<file path="config.mk">
export PLATFORM = sky130hd
export DESIGN_NAME = pgm_ascii_stream_parser_top
export DESIGN_NICKNAME = d
export VERILOG_FILES = /design/src/rtl/core/pgm_pkg.sv /design/src/rtl/core/pgm_front.sv /design/src/rtl/core/pgm_queue.sv /design/src/rtl/core/pgm_back.sv /design/src/rtl/core/pgm_ascii_stream_parser_top.sv
export SDC_FILE = /design/constraint.sdc
export NUM_CORES = 1
export LEC_CHECK = 0
export BUFFER_PORTS_ARGS = -buffer_cell sky130_fd_sc_hd__buf_2
export CORE_MARGIN = 8
export CORE_UTILIZATION = 62
export DETAILED_ROUTE_END_ITERATION = 6
export GPL_TIMING_DRIVEN = 0
export PLACE_DENSITY = 0.81
export RECOVER_POWER = 25
export SETUP_SLACK_MARGIN = 0.4
export SLEW_MARGIN = 10
export SYNTH_ARGS = -nofsm -noshare
export SYNTH_HDL_FRONTEND = slang
export SYNTH_SLANG_ARGS = --single-unit
export TNS_END_PERCENT = 1
</file>
<file path="constraint.sdc">
create_clock -name clock -period 7.8 [get_ports clock]
set_input_delay 1.17 -clock clock [delete_from_list [all_inputs] [get_ports clock]]
set_output_delay 1.17 -clock clock [all_outputs]
set_load 0.03 [all_outputs]
</file>
<file path="src/rtl/core/pgm_pkg.sv">
// Shared types and codes for the plain PGM stream parser.
package pgm_pkg;

   localparam int unsigned MAX_DIM_DEF = 4096;
   localparam int unsigned Q_DEPTH_DEF = 4;

   localparam logic [1:0] KIND_HEADER = 2'd0;
   localparam logic [1:0] KIND_PIXEL  = 2'd1;
   localparam logic [1:0] KIND_ERROR  = 2'd2;

   localparam logic [1:0] ERR_MAGIC          = 2'd0;
   localparam logic [1:0] ERR_HDR_INCOMPLETE = 2'd1;
   localparam logic [1:0] ERR_HDR_INVALID    = 2'd2;
   localparam logic [1:0] ERR_PIXEL          = 2'd3;

   typedef struct packed {
      logic [1:0]  kind;
      logic [7:0]  pixel_value;
      logic [12:0] image_width;
      logic [12:0] image_height;
      logic [7:0]  max_value;
      logic [1:0]  error_code;
      logic        last;
   } res_type;

   // One parsed byte yields up to two results; r0 goes out first.
   typedef struct packed {
      logic    two;
      res_type r1;
      res_type r0;
   } pair_type;

   typedef struct packed {
      logic full;
      logic empty;
   } q_stat_type;

endpackage

</file>
<file path="src/rtl/core/pgm_front.sv">
// Byte classifier and header/pixel parser feeding the result queue.
module pgm_front
   import pgm_pkg::*;
#(
   parameter int unsigned MAX_DIM = MAX_DIM_DEF
) (
   input  logic       clock,
   input  logic       reset,
   input  logic       req_tvalid,
   output logic       req_tready,
   input  logic [7:0] byte_req,
   input  logic       end_of_input,
   input  q_stat_type q_stat,
   output logic       q_push,
   output pair_type   q_wdata
);

   localparam logic [2:0] PH_MAGIC1 = 3'd0;
   localparam logic [2:0] PH_MAGIC2 = 3'd1;
   localparam logic [2:0] PH_WIDTH  = 3'd2;
   localparam logic [2:0] PH_HEIGHT = 3'd3;
   localparam logic [2:0] PH_MAXV   = 3'd4;
   localparam logic [2:0] PH_PIXELS = 3'd5;
   localparam logic [2:0] PH_DONE   = 3'd6;

   localparam logic [7:0] CH_P     = 8'h50;
   localparam logic [7:0] CH_TWO   = 8'h32;
   localparam logic [7:0] CH_HASH  = 8'h23;
   localparam logic [7:0] CH_PLUS  = 8'h2B;
   localparam logic [7:0] CH_MINUS = 8'h2D;
   localparam logic [7:0] CH_LF    = 8'h0A;

   localparam logic [15:0] ACC_SAT = 16'hFFFF;
   localparam logic [15:0] DIM_CAP = 16'd8191;

   logic [2:0]  phase_ff, phase_in;
   logic        comment_ff, comment_in;
   logic [15:0] acc_ff, acc_in;
   logic        neg_ff, neg_in;
   logic        sign_ff, sign_in;
   logic        digit_ff, digit_in;
   logic [12:0] width_ff, width_in;
   logic [12:0] height_ff, height_in;
   logic [7:0]  max_ff, max_in;
   logic [12:0] col_ff, col_in;
   logic [12:0] row_ff, row_in;

   logic        accept;
   logic        f_valid, s_valid;
   res_type     f_res, s_res;

   function automatic logic is_space(input logic [7:0] c);
      return c inside {8'h20, [8'h09:8'h0D]};
   endfunction

   function automatic logic is_digit(input logic [7:0] c);
      return c inside {[8'h30:8'h39]};
   endfunction

   function automatic logic [12:0] dim_of(input logic [15:0] v, input logic neg);
      if (neg || v == 16'd0 || 32'(v) > 32'(MAX_DIM) || v > DIM_CAP) begin
         return 13'd0;
      end
      return v[12:0];
   endfunction

   function automatic res_type make_err(input logic [1:0] code);
      res_type r;
      r            = '0;
      r.kind       = KIND_ERROR;
      r.error_code = code;
      r.last       = 1'b1;
      return r;
   endfunction

   function automatic res_type make_hdr(input logic [12:0] w, input logic [12:0] h,
                                        input logic [7:0] m);
      res_type r;
      r              = '0;
      r.kind         = KIND_HEADER;
      r.image_width  = w;
      r.image_height = h;
      r.max_value    = m;
      return r;
   endfunction

   function automatic res_type make_pix(input logic [7:0] p, input logic fin);
      res_type r;
      r             = '0;
      r.kind        = KIND_PIXEL;
      r.pixel_value = p;
      r.last        = fin;
      return r;
   endfunction

   assign req_tready = !q_stat.full;
   assign accept     = req_tvalid && req_tready;

   always_comb begin
      logic        act, act1, c_dig, c_sp, do_fin, fin, col_end;
      logic [2:0]  ph1;
      logic [1:0]  tok_code;
      logic [7:0]  max_v;
      logic [15:0] acc_base, added;
      logic [19:0] prod;

      phase_in   = phase_ff;
      comment_in = comment_ff;
      acc_in     = acc_ff;
      neg_in     = neg_ff;
      sign_in    = sign_ff;
      digit_in   = digit_ff;
      width_in   = width_ff;
      height_in  = height_ff;
      max_in     = max_ff;
      col_in     = col_ff;
      row_in     = row_ff;
      f_valid    = 1'b0;
      f_res      = '0;
      s_valid    = 1'b0;
      s_res      = '0;
      fin        = 1'b0;
      max_v      = 8'd0;

      act     = (phase_ff >= PH_WIDTH) && (phase_ff <= PH_PIXELS);
      c_dig   = is_digit(byte_req);
      c_sp    = is_space(byte_req);
      col_end = ({1'b0, col_ff} + 14'd1) >= {1'b0, width_ff};
      // A number ends on end of input or on the first non-digit outside a comment
      do_fin  = act && digit_ff && (end_of_input || (!comment_ff && !c_dig));
      ph1     = phase_ff;

      if (do_fin) begin
         acc_in   = 16'd0;
         neg_in   = 1'b0;
         sign_in  = 1'b0;
         digit_in = 1'b0;
         case (phase_ff)
            PH_WIDTH: begin
               width_in = dim_of(acc_ff, neg_ff);
               ph1      = PH_HEIGHT;
            end
            PH_HEIGHT: begin
               height_in = dim_of(acc_ff, neg_ff);
               ph1       = PH_MAXV;
            end
            PH_MAXV: begin
               max_v   = (!neg_ff && acc_ff >= 16'd1 && acc_ff <= 16'd255) ?
                         acc_ff[7:0] : 8'd0;
               max_in  = max_v;
               f_valid = 1'b1;
               if (width_ff == 13'd0 || height_ff == 13'd0 || max_v == 8'd0) begin
                  f_res = make_err(ERR_HDR_INVALID);
                  ph1   = PH_DONE;
               end else begin
                  f_res  = make_hdr(width_ff, height_ff, max_v);
                  col_in = 13'd0;
                  row_in = 13'd0;
                  ph1    = PH_PIXELS;
               end
            end
            PH_PIXELS: begin
               f_valid = 1'b1;
               if ((neg_ff && acc_ff != 16'd0) || acc_ff > {8'd0, max_ff}) begin
                  f_res = make_err(ERR_PIXEL);
                  ph1   = PH_DONE;
               end else begin
                  fin   = col_end && (({1'b0, row_ff} + 14'd1) >= {1'b0, height_ff});
                  f_res = make_pix(acc_ff[7:0], fin);
                  if (fin) begin
                     ph1 = PH_DONE;
                  end else if (col_end) begin
                     col_in = 13'd0;
                     row_in = row_ff + 13'd1;
                  end else begin
                     col_in = col_ff + 13'd1;
                  end
               end
            end
            default: ;
         endcase
      end
      phase_in = ph1;

      act1     = (ph1 >= PH_WIDTH) && (ph1 <= PH_PIXELS);
      tok_code = (ph1 == PH_PIXELS) ? ERR_PIXEL : ERR_HDR_INCOMPLETE;
      acc_base = do_fin ? 16'd0 : acc_ff;
      prod     = 20'(acc_base) * 20'd10 + 20'(byte_req[3:0]);
      added    = (prod > 20'(ACC_SAT)) ? ACC_SAT : prod[15:0];

      if (end_of_input) begin
         if (phase_ff == PH_MAGIC1 || phase_ff == PH_MAGIC2) begin
            s_valid = 1'b1;
            s_res   = make_err(ERR_MAGIC);
         end else if (act1) begin
            s_valid = 1'b1;
            s_res   = make_err(tok_code);
         end
         // Restart: the next byte opens a new file
         phase_in   = PH_MAGIC1;
         comment_in = 1'b0;
         acc_in     = 16'd0;
         neg_in     = 1'b0;
         sign_in    = 1'b0;
         digit_in   = 1'b0;
         width_in   = 13'd0;
         height_in  = 13'd0;
         max_in     = 8'd0;
         col_in     = 13'd0;
         row_in     = 13'd0;
      end else begin
         case (phase_ff)
            PH_MAGIC1: begin
               if (c_sp) begin
                  phase_in = PH_MAGIC1;
               end else if (byte_req == CH_P) begin
                  phase_in = PH_MAGIC2;
               end else begin
                  s_valid  = 1'b1;
                  s_res    = make_err(ERR_MAGIC);
                  phase_in = PH_DONE;
               end
            end
            PH_MAGIC2: begin
               if (byte_req == CH_TWO) begin
                  phase_in = PH_WIDTH;
               end else begin
                  s_valid  = 1'b1;
                  s_res    = make_err(ERR_MAGIC);
                  phase_in = PH_DONE;
               end
            end
            PH_WIDTH, PH_HEIGHT, PH_MAXV, PH_PIXELS: begin
               if (comment_ff) begin
                  if (byte_req == CH_LF) begin
                     comment_in = 1'b0;
                  end
               end else if (digit_ff && c_dig) begin
                  acc_in = added;
               end else if (!digit_ff && sign_ff) begin
                  if (c_dig) begin
                     acc_in   = added;
                     digit_in = 1'b1;
                  end else begin
                     s_valid  = 1'b1;
                     s_res    = make_err(tok_code);
                     phase_in = PH_DONE;
                  end
               end else if (act1) begin
                  // Examine the byte as the start of the next token
                  if (c_sp) begin
                     comment_in = 1'b0;
                  end else if (byte_req == CH_HASH) begin
                     comment_in = 1'b1;
                  end else if (byte_req == CH_PLUS || byte_req == CH_MINUS) begin
                     sign_in = 1'b1;
                     neg_in  = (byte_req == CH_MINUS);
                  end else if (c_dig) begin
                     acc_in   = added;
                     digit_in = 1'b1;
                  end else begin
                     s_valid  = 1'b1;
                     s_res    = make_err(tok_code);
                     phase_in = PH_DONE;
                  end
               end
            end
            default: ;
         endcase
      end
   end

   always_comb begin
      q_wdata = '0;
      if (f_valid) begin
         q_wdata.r0  = f_res;
         q_wdata.r1  = s_res;
         q_wdata.two = s_valid;
      end else begin
         q_wdata.r0 = s_res;
      end
   end

   assign q_push = accept && (f_valid || s_valid);

   always_ff @(posedge clock) begin
      if (reset) begin
         phase_ff   <= PH_MAGIC1;
         comment_ff <= 1'b0;
         acc_ff     <= 16'd0;
         neg_ff     <= 1'b0;
         sign_ff    <= 1'b0;
         digit_ff   <= 1'b0;
         width_ff   <= 13'd0;
         height_ff  <= 13'd0;
         max_ff     <= 8'd0;
         col_ff     <= 13'd0;
         row_ff     <= 13'd0;
      end else if (accept) begin
         phase_ff   <= phase_in;
         comment_ff <= comment_in;
         acc_ff     <= acc_in;
         neg_ff     <= neg_in;
         sign_ff    <= sign_in;
         digit_ff   <= digit_in;
         width_ff   <= width_in;
         height_ff  <= height_in;
         max_ff     <= max_in;
         col_ff     <= col_in;
         row_ff     <= row_in;
      end
   end

endmodule

</file>
<file path="src/rtl/core/pgm_queue.sv">
// Short queue of result pairs between the parser and the output stage.
module pgm_queue
   import pgm_pkg::*;
#(
   parameter int unsigned DEPTH = Q_DEPTH_DEF
) (
   input  logic       clock,
   input  logic       reset,
   input  logic       push,
   input  pair_type   wdata,
   input  logic       pop,
   output pair_type   rdata,
   output q_stat_type stat
);

   localparam int unsigned AW = (DEPTH > 1) ? $clog2(DEPTH) : 1;
   localparam int unsigned CW = $clog2(DEPTH + 1);
   localparam logic [AW-1:0] LAST_PTR = AW'(DEPTH - 1);
   localparam logic [CW-1:0] FULL_CNT = CW'(DEPTH);

   pair_type      mem_ff [DEPTH];
   logic [AW-1:0] wr_ptr_ff, wr_ptr_in;
   logic [AW-1:0] rd_ptr_ff, rd_ptr_in;
   logic [CW-1:0] count_ff, count_in;
   logic          do_push, do_pop;

   assign stat.full  = (count_ff == FULL_CNT);
   assign stat.empty = (count_ff == '0);
   assign do_push    = push && !stat.full;
   assign do_pop     = pop && !stat.empty;
   assign rdata      = mem_ff[rd_ptr_ff];

   always_comb begin
      wr_ptr_in = wr_ptr_ff;
      rd_ptr_in = rd_ptr_ff;
      count_in  = count_ff;
      if (do_push) begin
         wr_ptr_in = (wr_ptr_ff == LAST_PTR) ? '0 : wr_ptr_ff + AW'(1);
      end
      if (do_pop) begin
         rd_ptr_in = (rd_ptr_ff == LAST_PTR) ? '0 : rd_ptr_ff + AW'(1);
      end
      if (do_push && !do_pop) begin
         count_in = count_ff + CW'(1);
      end else if (do_pop && !do_push) begin
         count_in = count_ff - CW'(1);
      end
   end

   always_ff @(posedge clock) begin
      if (do_push) begin
         mem_ff[wr_ptr_ff] <= wdata;
      end
   end

   always_ff @(posedge clock) begin
      if (reset) begin
         wr_ptr_ff <= '0;
         rd_ptr_ff <= '0;
         count_ff  <= '0;
      end else begin
         wr_ptr_ff <= wr_ptr_in;
         rd_ptr_ff <= rd_ptr_in;
         count_ff  <= count_in;
      end
   end

endmodule

</file>
<file path="src/rtl/core/pgm_back.sv">
// Output stage: takes pairs from the queue and sends their results one by one.
module pgm_back
   import pgm_pkg::*;
(
   input  logic       clock,
   input  logic       reset,
   input  q_stat_type q_stat,
   input  pair_type   q_rdata,
   output logic       q_pop,
   output logic       rsp_tvalid,
   input  logic       rsp_tready,
   output res_type    rsp_res
);

   pair_type pair_ff, pair_in;
   logic     have_ff, have_in;
   logic     sel_ff, sel_in;
   logic     fire, entry_done;

   assign rsp_tvalid = have_ff;
   assign fire       = have_ff && rsp_tready;
   assign entry_done = !have_ff || (fire && (sel_ff || !pair_ff.two));
   assign q_pop      = entry_done && !q_stat.empty;
   assign rsp_res    = sel_ff ? pair_ff.r1 : pair_ff.r0;

   always_comb begin
      pair_in = pair_ff;
      have_in = have_ff;
      sel_in  = sel_ff;
      if (q_pop) begin
         pair_in = q_rdata;
         have_in = 1'b1;
         sel_in  = 1'b0;
      end else if (entry_done) begin
         have_in = 1'b0;
      end else if (fire) begin
         // advance to the second result of the pair
         sel_in = 1'b1;
      end
   end

   always_ff @(posedge clock) begin
      pair_ff <= pair_in;
   end

   always_ff @(posedge clock) begin
      if (reset) begin
         have_ff <= 1'b0;
         sel_ff  <= 1'b0;
      end else begin
         have_ff <= have_in;
         sel_ff  <= sel_in;
      end
   end

endmodule

</file>
<file path="src/rtl/core/pgm_ascii_stream_parser_top.sv">
// Plain PGM text parser: parser front, pair queue and output stage.
// Throughput: one byte per cycle while the queue is not full; a byte that ends a number
//   and then fails emits two results, sent one at a time while the queue absorbs them.
// Path: a result goes into the queue, then into the output stage's pair register, to rsp.
// Reset: synchronous; returns the parser to the magic search and empties the queue.
module pgm_ascii_stream_parser_top
   import pgm_pkg::*;
#(
   parameter int unsigned MAX_DIM = MAX_DIM_DEF,
   parameter int unsigned Q_DEPTH = Q_DEPTH_DEF
) (
   input  logic        clock,
   input  logic        reset,
   input  logic        req_tvalid,
   output logic        req_tready,
   input  logic [7:0]  req_tdata,  // [7:0] byte_req
   input  logic        req_tlast,  // end_of_input
   output logic        rsp_tvalid,
   input  logic        rsp_tready,
   // [7:0] pixel_value, [20:8] image_width, [33:21] image_height,
   // [41:34] max_value, [43:42] error_code, [47:44] zero
   output logic [47:0] rsp_tdata,
   output logic [1:0]  rsp_tuser,  // [1:0] kind
   output logic        rsp_tlast   // last
);

   q_stat_type q_stat;
   pair_type   q_wdata, q_rdata;
   logic       q_push, q_pop;
   res_type    rsp_res;

   pgm_front #(
      .MAX_DIM(MAX_DIM)
   ) u_front (
      .clock       (clock),
      .reset       (reset),
      .req_tvalid  (req_tvalid),
      .req_tready  (req_tready),
      .byte_req    (req_tdata),
      .end_of_input(req_tlast),
      .q_stat      (q_stat),
      .q_push      (q_push),
      .q_wdata     (q_wdata)
   );

   pgm_queue #(
      .DEPTH(Q_DEPTH)
   ) u_queue (
      .clock(clock),
      .reset(reset),
      .push (q_push),
      .wdata(q_wdata),
      .pop  (q_pop),
      .rdata(q_rdata),
      .stat (q_stat)
   );

   pgm_back u_back (
      .clock     (clock),
      .reset     (reset),
      .q_stat    (q_stat),
      .q_rdata   (q_rdata),
      .q_pop     (q_pop),
      .rsp_tvalid(rsp_tvalid),
      .rsp_tready(rsp_tready),
      .rsp_res   (rsp_res)
   );

   assign rsp_tdata = {4'd0, rsp_res.error_code, rsp_res.max_value, rsp_res.image_height,
                       rsp_res.image_width, rsp_res.pixel_value};
   assign rsp_tuser = rsp_res.kind;
   assign rsp_tlast = rsp_res.last;

   a_no_push_full: assert property (@(posedge clock) disable iff (reset)
      q_push |-> !q_stat.full)
      else $error("result pair pushed into a full queue");

   a_no_pop_empty: assert property (@(posedge clock) disable iff (reset)
      q_pop |-> !q_stat.empty)
      else $error("pair popped from an empty queue");

   a_error_last: assert property (@(posedge clock) disable iff (reset)
      (rsp_tvalid && rsp_tuser == KIND_ERROR) |-> rsp_tlast)
      else $error("error result without last");

   a_reset_idle: assert property (@(posedge clock)
      reset |=> !rsp_tvalid)
      else $error("result offered right after reset");

endmodule
</file>
======== After elaboration in Yosys (flattened, before gate mapping) ========
Memory sizes are Yosys's and may differ from the RTL's. A register that Yosys moved wholly into a read port is not among the register bits.
Cells that the tools add are included.
word-level totals
  register bits ........................... 92
  latch bits .............................. 0
  bits in writable memories ............... 380
  bits in read-only memories .............. 0
  input bits .............................. 13
  logic and storage cells ................. 283
  memories ................................ 1
operators by class
  add/subtract/negate cells ............... 9
  multiply operators ...................... 1
  div/mod/pow operators ................... 0
  magnitude comparators ................... 16
  eq/ne operators ......................... 20
  shift-type cells ........................ 0
  multiplexer cells ....................... 149
  bitwise logic cells ..................... 1
  reductions and logical operators ........ 70
memory list
  name            words  width  read ports  clocked after memory_dff  write ports  line             text
  u_queue.mem_ff  4      95     1           1                         1            pgm_queue.sv:21  pair_type mem_ff [DEPTH];
operators with widths
  kind                                                                count
  two-way mux 47 bit                                                  19
  two-way mux 13 bit                                                  20
  two-way mux 16 bit                                                  12
  one-hot mux 47 bit (3 select lines)                                 1
  one-hot mux 47 bit (2 select lines)                                 1
  two-way mux 1 bit                                                   65
  one-hot mux 13 bit (2 select lines)                                 2
  two-way mux 3 bit                                                   17
  two-way mux 48 bit                                                  1
  == test 8 x 6 -> 1 bit, second input constant                       5
  greater-than comparator 16 x 13 -> 1 bit, second input constant     2
  two-way mux 8 bit                                                   4
  adder 13 x 1 -> 14 bit, second input constant                       2
  greater-or-equal comparator 14 x 13 -> 1 bit                        2
  adder 13 x 1 -> 13 bit, second input constant                       2
  zero test 13 bit                                                    2
  logical AND 1 bit                                                   22
  adder 20 x 4 -> 20 bit                                              1
  greater-than comparator 20 x 16 -> 1 bit, second input constant     1
  multiplier 16 x 3 -> 19 bit, second input constant                  1
  greater-or-equal comparator 16 x 1 -> 1 bit, second input constant  1
  greater-than comparator 16 x 8 -> 1 bit                             1
  <= comparator 16 x 8 -> 1 bit, second input constant                1
  zero test 16 bit                                                    1
  35 further kinds                                                    80

======== Longest topological paths before layout ========
  depth after elaboration ................. 24
  depth in mapped cells ................... 23

======== Hierarchy ========
A second synthesis with hierarchy kept.
second synthesis, totals
  cells, all modules ...................... 1784
  area total of the unflattened synthesis .. 25480.7 sq um
by module, submodules not included
  module                       instances  cells each  area an instance (sq um)  sequential area each (sq um)
  pgm_queue                    1          547         14222.4                   11591.1
  pgm_front                    1          1074        7613.6                    1661.6
  pgm_back                     1          158         3611.0                    2892.8
  pgm_ascii_stream_parser_top  1          5           33.8                      0.0

======== Worst setup path before layout ========
OpenSTA, ideal clock, no wires.
  kind .................................... input to register
  start point ............................. input req_tdata[3]
  end point ............................... register u_front.acc_ff[11]
  data arrival time ....................... 5694 ps
  required time ........................... 7678 ps
  slack ................................... 1984 ps
  stages on the path ...................... 19
  path buffers ............................ 4
  cells stage by stage .................... clkbuf_1 o21ai_1 a21oi_1 o21a_1 clkbuf_1 buf_1 nor2_1 ha_1 o21a_1 o311a_1 a221oi_1 xnor2_1 and4b_1 nand4_1 nor4b_1 o211ai_4 buf_6 nand2b_1 a221o_1
between the ends
  longest elaborated chain between the ends .. 21
  elaborated cells on any way between the ends .. 36
  classes of those cells .................. add/sub (1); mul (1); order compare (7); eq/ne (4); mux (13); reduce/logical (10)
RTL lines
  element                                                                                            line                                text
  start: declaration                                                                                 pgm_ascii_stream_parser_top.sv:16   input logic [7:0] req_tdata,
  greater-or-equal comparator 8 x 6 -> 1 bit / <= comparator 8 x 6 -> 1 bit (equally long branches)  pgm_front.sv:57                     return c inside {[8'h30:8'h39]};
  logical AND 1 bit                                                                                  pgm_front.sv:57
  zero test 1 bit                                                                                    pgm_front.sv:130                    do_fin = act && digit_ff && (end_of_input || (!comment_ff && !c_dig));
  logical AND 1 bit                                                                                  pgm_front.sv:130
  logical OR 1 bit                                                                                   pgm_front.sv:130
  logical AND 1 bit                                                                                  pgm_front.sv:130
  two-way mux 16 bit                                                                                 pgm_front.sv:133, pgm_front.sv:187
  multiplier 16 x 3 -> 19 bit                                                                        pgm_front.sv:188                    prod = 20'(acc_base) * 20'd10 + 20'(byte_req[3:0]);
  (+5 left out)                                                                                      --
  two-way mux 16 bit                                                                                 pgm_front.sv:253                    end else if (byte_req == CH_HASH) begin
  two-way mux 16 bit                                                                                 pgm_front.sv:251                    if (c_sp) begin
  two-way mux 16 bit                                                                                 pgm_front.sv:249                    end else if (act1) begin
  two-way mux 16 bit                                                                                 pgm_front.sv:240                    end else if (!digit_ff && sign_ff) begin
  two-way mux 16 bit                                                                                 pgm_front.sv:238                    end else if (digit_ff && c_dig) begin
  two-way mux 16 bit                                                                                 pgm_front.sv:234                    if (comment_ff) begin
  two-way mux 16 bit *                                                                               pgm_front.sv:212                    case (phase_ff)
  two-way mux 16 bit *                                                                               pgm_front.sv:191                    if (end_of_input) begin
  end signal: assignment                                                                             pgm_front.sv:302                    acc_ff <= acc_in;
  end: declaration                                                                                   pgm_front.sv:38                     logic [15:0] acc_ff, acc_in;
Mark *: on every way between the ends. The rest lies on a longest branch, timed or not.
A chain may end at the register's enable or synchronous reset.

======== Worst setup path in the final report ========
Same ends and word-level chain as after synthesis.

==> run_results.csv <==
group,metric,value,unit
detailed_routing,vias,12200,
clocking,h-tree-depth,2,
clocking,cts_setup_buffers,0,
sta,rsz0062_at_grt,"false",
detailed_routing,drcViolationCount,1,
yosys,synth.cell_area,17000,um2
yosys,synth_edf_count,255,
power,p_per_area,289,nW/um2
critical_path,endpoint_kind,"register",
critical_path,cpPeakStageDelay,690,ps
yosys,yosysUniqueCellTypes,86,
clocking,path_clk_slew,60,ps
critical_path,critPathTopFamily,"compound AO/OA/AOI/OAI gates",
yosys,synth_ff_type,"edfxtp_1",
sta,hold_viol_final,0,
floorplan,coreArea,26900,um2
clocking,numCtsBuffers,36,
critical_path,worstPathArrival,7110,ps
floorplan,die_x,181,um
global_route,antenna_found_initial,0,
sta,finalCritPeriodShare,86.1,%
final_layout,synthToLayoutAreaGrowth,11.4,%
final_layout,seqCellArea,9500,um2
sta,finalClockSkew,13.5,ps
sta,worst_slew_pin_slew,1440,ps
status,violations,"design-rule violations",
power,ir_drop,0.179,mV
min_path,hp-start,"u_front.acc_ff[15]",
detailed_routing,avgViaCountPerCell,6.43,
final_layout,num-fill-cells,1846,
critical_path,crit_path_start_kind,"input port",
final_layout,diodes,0,
yosys,yosys_warnings,0,
clocking,hold_buffers,0,
critical_path,cp_cell_sequence,"clkbuf_1 > clkbuf_1 > o21ai_0 > a21oi_1 > o21a_1 > clkbuf_1 > buf_1 > nor2_1 > ha_1 > o21a_1 > o311a_1 > a221oi_1 > xnor2_1 > and4b_1 > nand4_1 > nor4b_1 > or2_0 > a31oi_1 > a221o_1",
yosys,synthArstFlopShare,0,%
floorplan,die_area,32900,um2
sta,min_period,6720,ps
final_layout,multi_input_area,6940,um2
critical_path,slowest_stage,"nor4b_1",
detailed_routing,first_pass_iters,7,
floorplan,fp.dieH,181,um
sta,max_freq,149,MHz
floorplan,num_rows,60,
sta,fin_setup_tns,0,ps
final_layout,final_core_util,70.3,%
global_route,grt_pass1_vias,12000,
yosys,synth_seq_area_share,56.0,%
final_layout,drive_above_1_share,10.3,%
min_path,hp-class,"register to register",
floorplan,pin_count,66,
yosys,synth_cells,1419,
sta,setup_viol,0,
clocking,insertion_delay,520,ps
placement,hpwl,27.7,mm
sta,slew_headroom,3.71,%
yosys,ys_seq_elements,347,
status,status,"finished with violations",
clocking,cts_tree,"yes",
sta,holdWs,451,ps
critical_path,cp_common_cell,"clkbuf_1",
clocking,clockBufferDepth,3,
sta,slew_viol_final,0,
critical_path,critical_path.max_fanout,10,
placement,io_buffers,60,
global_route,grt-ovfl-total,0,
critical_path,r2r-start,"u_front.phase_ff[2]",
power,total_power,0.00546,W
critical_path,worstPathRequired,8190,ps
critical_path,startpoint,"req_tdata[3]",
detailed_routing,drt_iter0_markers,1361,
yosys,syn_area_per_cell,12.0,um2
detailed_routing,detail-route-antenna-nets,0,
critical_path,crit_type,"input port to register",
clocking,cts_resized,0,
global_route,grt_pass1_wl,64.9,mm
final_layout,nets,1600,
power,p_leak,6.89,nW
clocking,root_buffer,"clkbuf_16",
critical_path,cp_num_buf_inv,4,
placement,routabilityCongestion,0.944,
detailed_routing,wl_per_cell,22.0,um
detailed_routing,totalWireLength,41.7,mm
clocking,cts.sinks,347,
floorplan,initial_core_util,63.1,%
global_route,grt_util_all_layers,24.8,%
run,cap_violations,0,
global_route,grt_max_degree,52,
## cell type report
type / instances / area share [%]
sequential: 347 / 50.2
multi-input combinational: 940 / 36.7
clock buffer: 42 / 5.00
tap: 341 / 2.26
buffer: 83 / 1.91
clock inverter: 24 / 1.54
timing repair buffer: 61 / 1.32
inverter: 52 / 1.03
## layer usage
metal / vias up / share of wire, % / GRT usage, %
met3: 108 / 8.0 / 4.11
met2: 580 / 48 / 41.6
li1: 5505 / - / -
met4: 0 / 3.1 / 8.66
met5: - / 0 / 0
met1: 5958 / 41 / 32.5
## where the power goes
group          internal [W]  switching, W
clock               0.00108      0.000721
sequential          0.00228     0.0000714
combinational      0.000427      0.000878
total               0.00379       0.00167
## cells by family after synthesis
group,share of synthesized area [%]
mux,7.08
simple gates,15.2
fa+ha+maj,4.96
xor+xnor,3.51
flops,56.0
buf+inv,3.28
other cells,0.0221
compound gates,9.91
## through the flow
step                cells  cell area (um2)  worst slack, ps
detailed placement   1824            17700              865
global placement     1823            17700              890
floorplan            1422            17000             1980
CTS                  1890            19000             1320
global route         1890            18900              757
finish               1890            18900             1080
## final timing paths
| kind | endpoint | slack, ps | cells past startpoint |
|---|---|---|---|
| hold / removal | u_front.acc_ff[15] | 450 | 2 |
| setup reg to reg | u_front.acc_ff[11] | 1340 | 21 |
| setup / recovery | u_front.acc_ff[11] | 1080 | 19 |
| hold reg to reg | u_front.acc_ff[15] | 450 | 2 |
## worst register-to-register path, cell delays in order (launching register included)
cell	delay (ps)
dfxtp_1	380
clkbuf_1	330
inv_1	140
ha_1	400
and2_1	250
o21ai_4	140
clkbuf_1	460
clkbuf_1	410
and3_1	220
ha_1	210
inv_1	70
fa_1	390
xnor2_1	280
nand2_1	100
a211oi_1	290
and4_1	250
nor4b_2	300
nand4_1	200
nor4b_1	690
or2_0	390
a31oi_1	130
a221o_1	310
## sequential cells by signal, indices dropped and copies added, names as in the netlist, 3 cells and up
| signal | flops |
|---|---|
| u_front.max_ff | 8 |
| u_queue.count_ff | 3 |
| u_front.height_ff | 13 |
| u_front.acc_ff | 16 |
| u_queue.mem_ff | 204 |
| u_back.pair_ff | 51 |
| u_front.row_ff | 13 |
| u_front.width_ff | 13 |
| u_front.phase_ff | 3 |
| u_front.col_ff | 13 |
## synthesized netlist by cell type (7+ instances only)
cell	instances	area [um2]
xor2_1	31	272
nor2b_1	46	288
nand4_1	8	50.1
o21a_1	13	97.6
a21oi_1	79	395
o21ai_0	48	240
nor4_1	34	213
and3_1	28	175
nand3_1	59	295
nand2b_1	18	113
nand2_1	108	405
or3_1	7	43.8
and2_1	35	219
inv_1	52	195
a31oi_1	17	106
mux4_2	51	1150
o21ai_1	9	45.0
ha_1	64	801
edfxtp_1	255	7660
a211oi_1	9	67.6
nor3_1	29	145
nor2_1	89	334
xnor2_1	37	324
dfxtp_1	92	1840
clkbuf_1	63	236
## cells in the final DEF (no fill, tap or decap), types with 5 or more instances in the layout
cell type	n
a22o_1	5
nand4_1	8
nor3_1	29
o21ai_1	7
buf_4	5
clkbuf_16	37
a31oi_1	17
a22oi_1	6
a211oi_1	9
a221o_1	5
inv_1	52
nand3_1	59
bufinv_16	6
nand2_1	108
dfxtp_1	92
buf_2	21
a21o_1	6
xnor2_1	37
or3_1	7
and3_1	24
mux4_2	51
and2_1	35
xor2_1	31
clkinv_2	6
o31ai_1	6
edfxtp_1	255
a21oi_1	79
o21ai_0	50
nor4_1	34
ha_1	64
clkbuf_1	116
nor2b_1	46
nor2_1	89
nand2b_1	18
o21a_1	13
a211o_1	5
and4_1	5
Note: power is estimated with default switching activity, not from simulation.
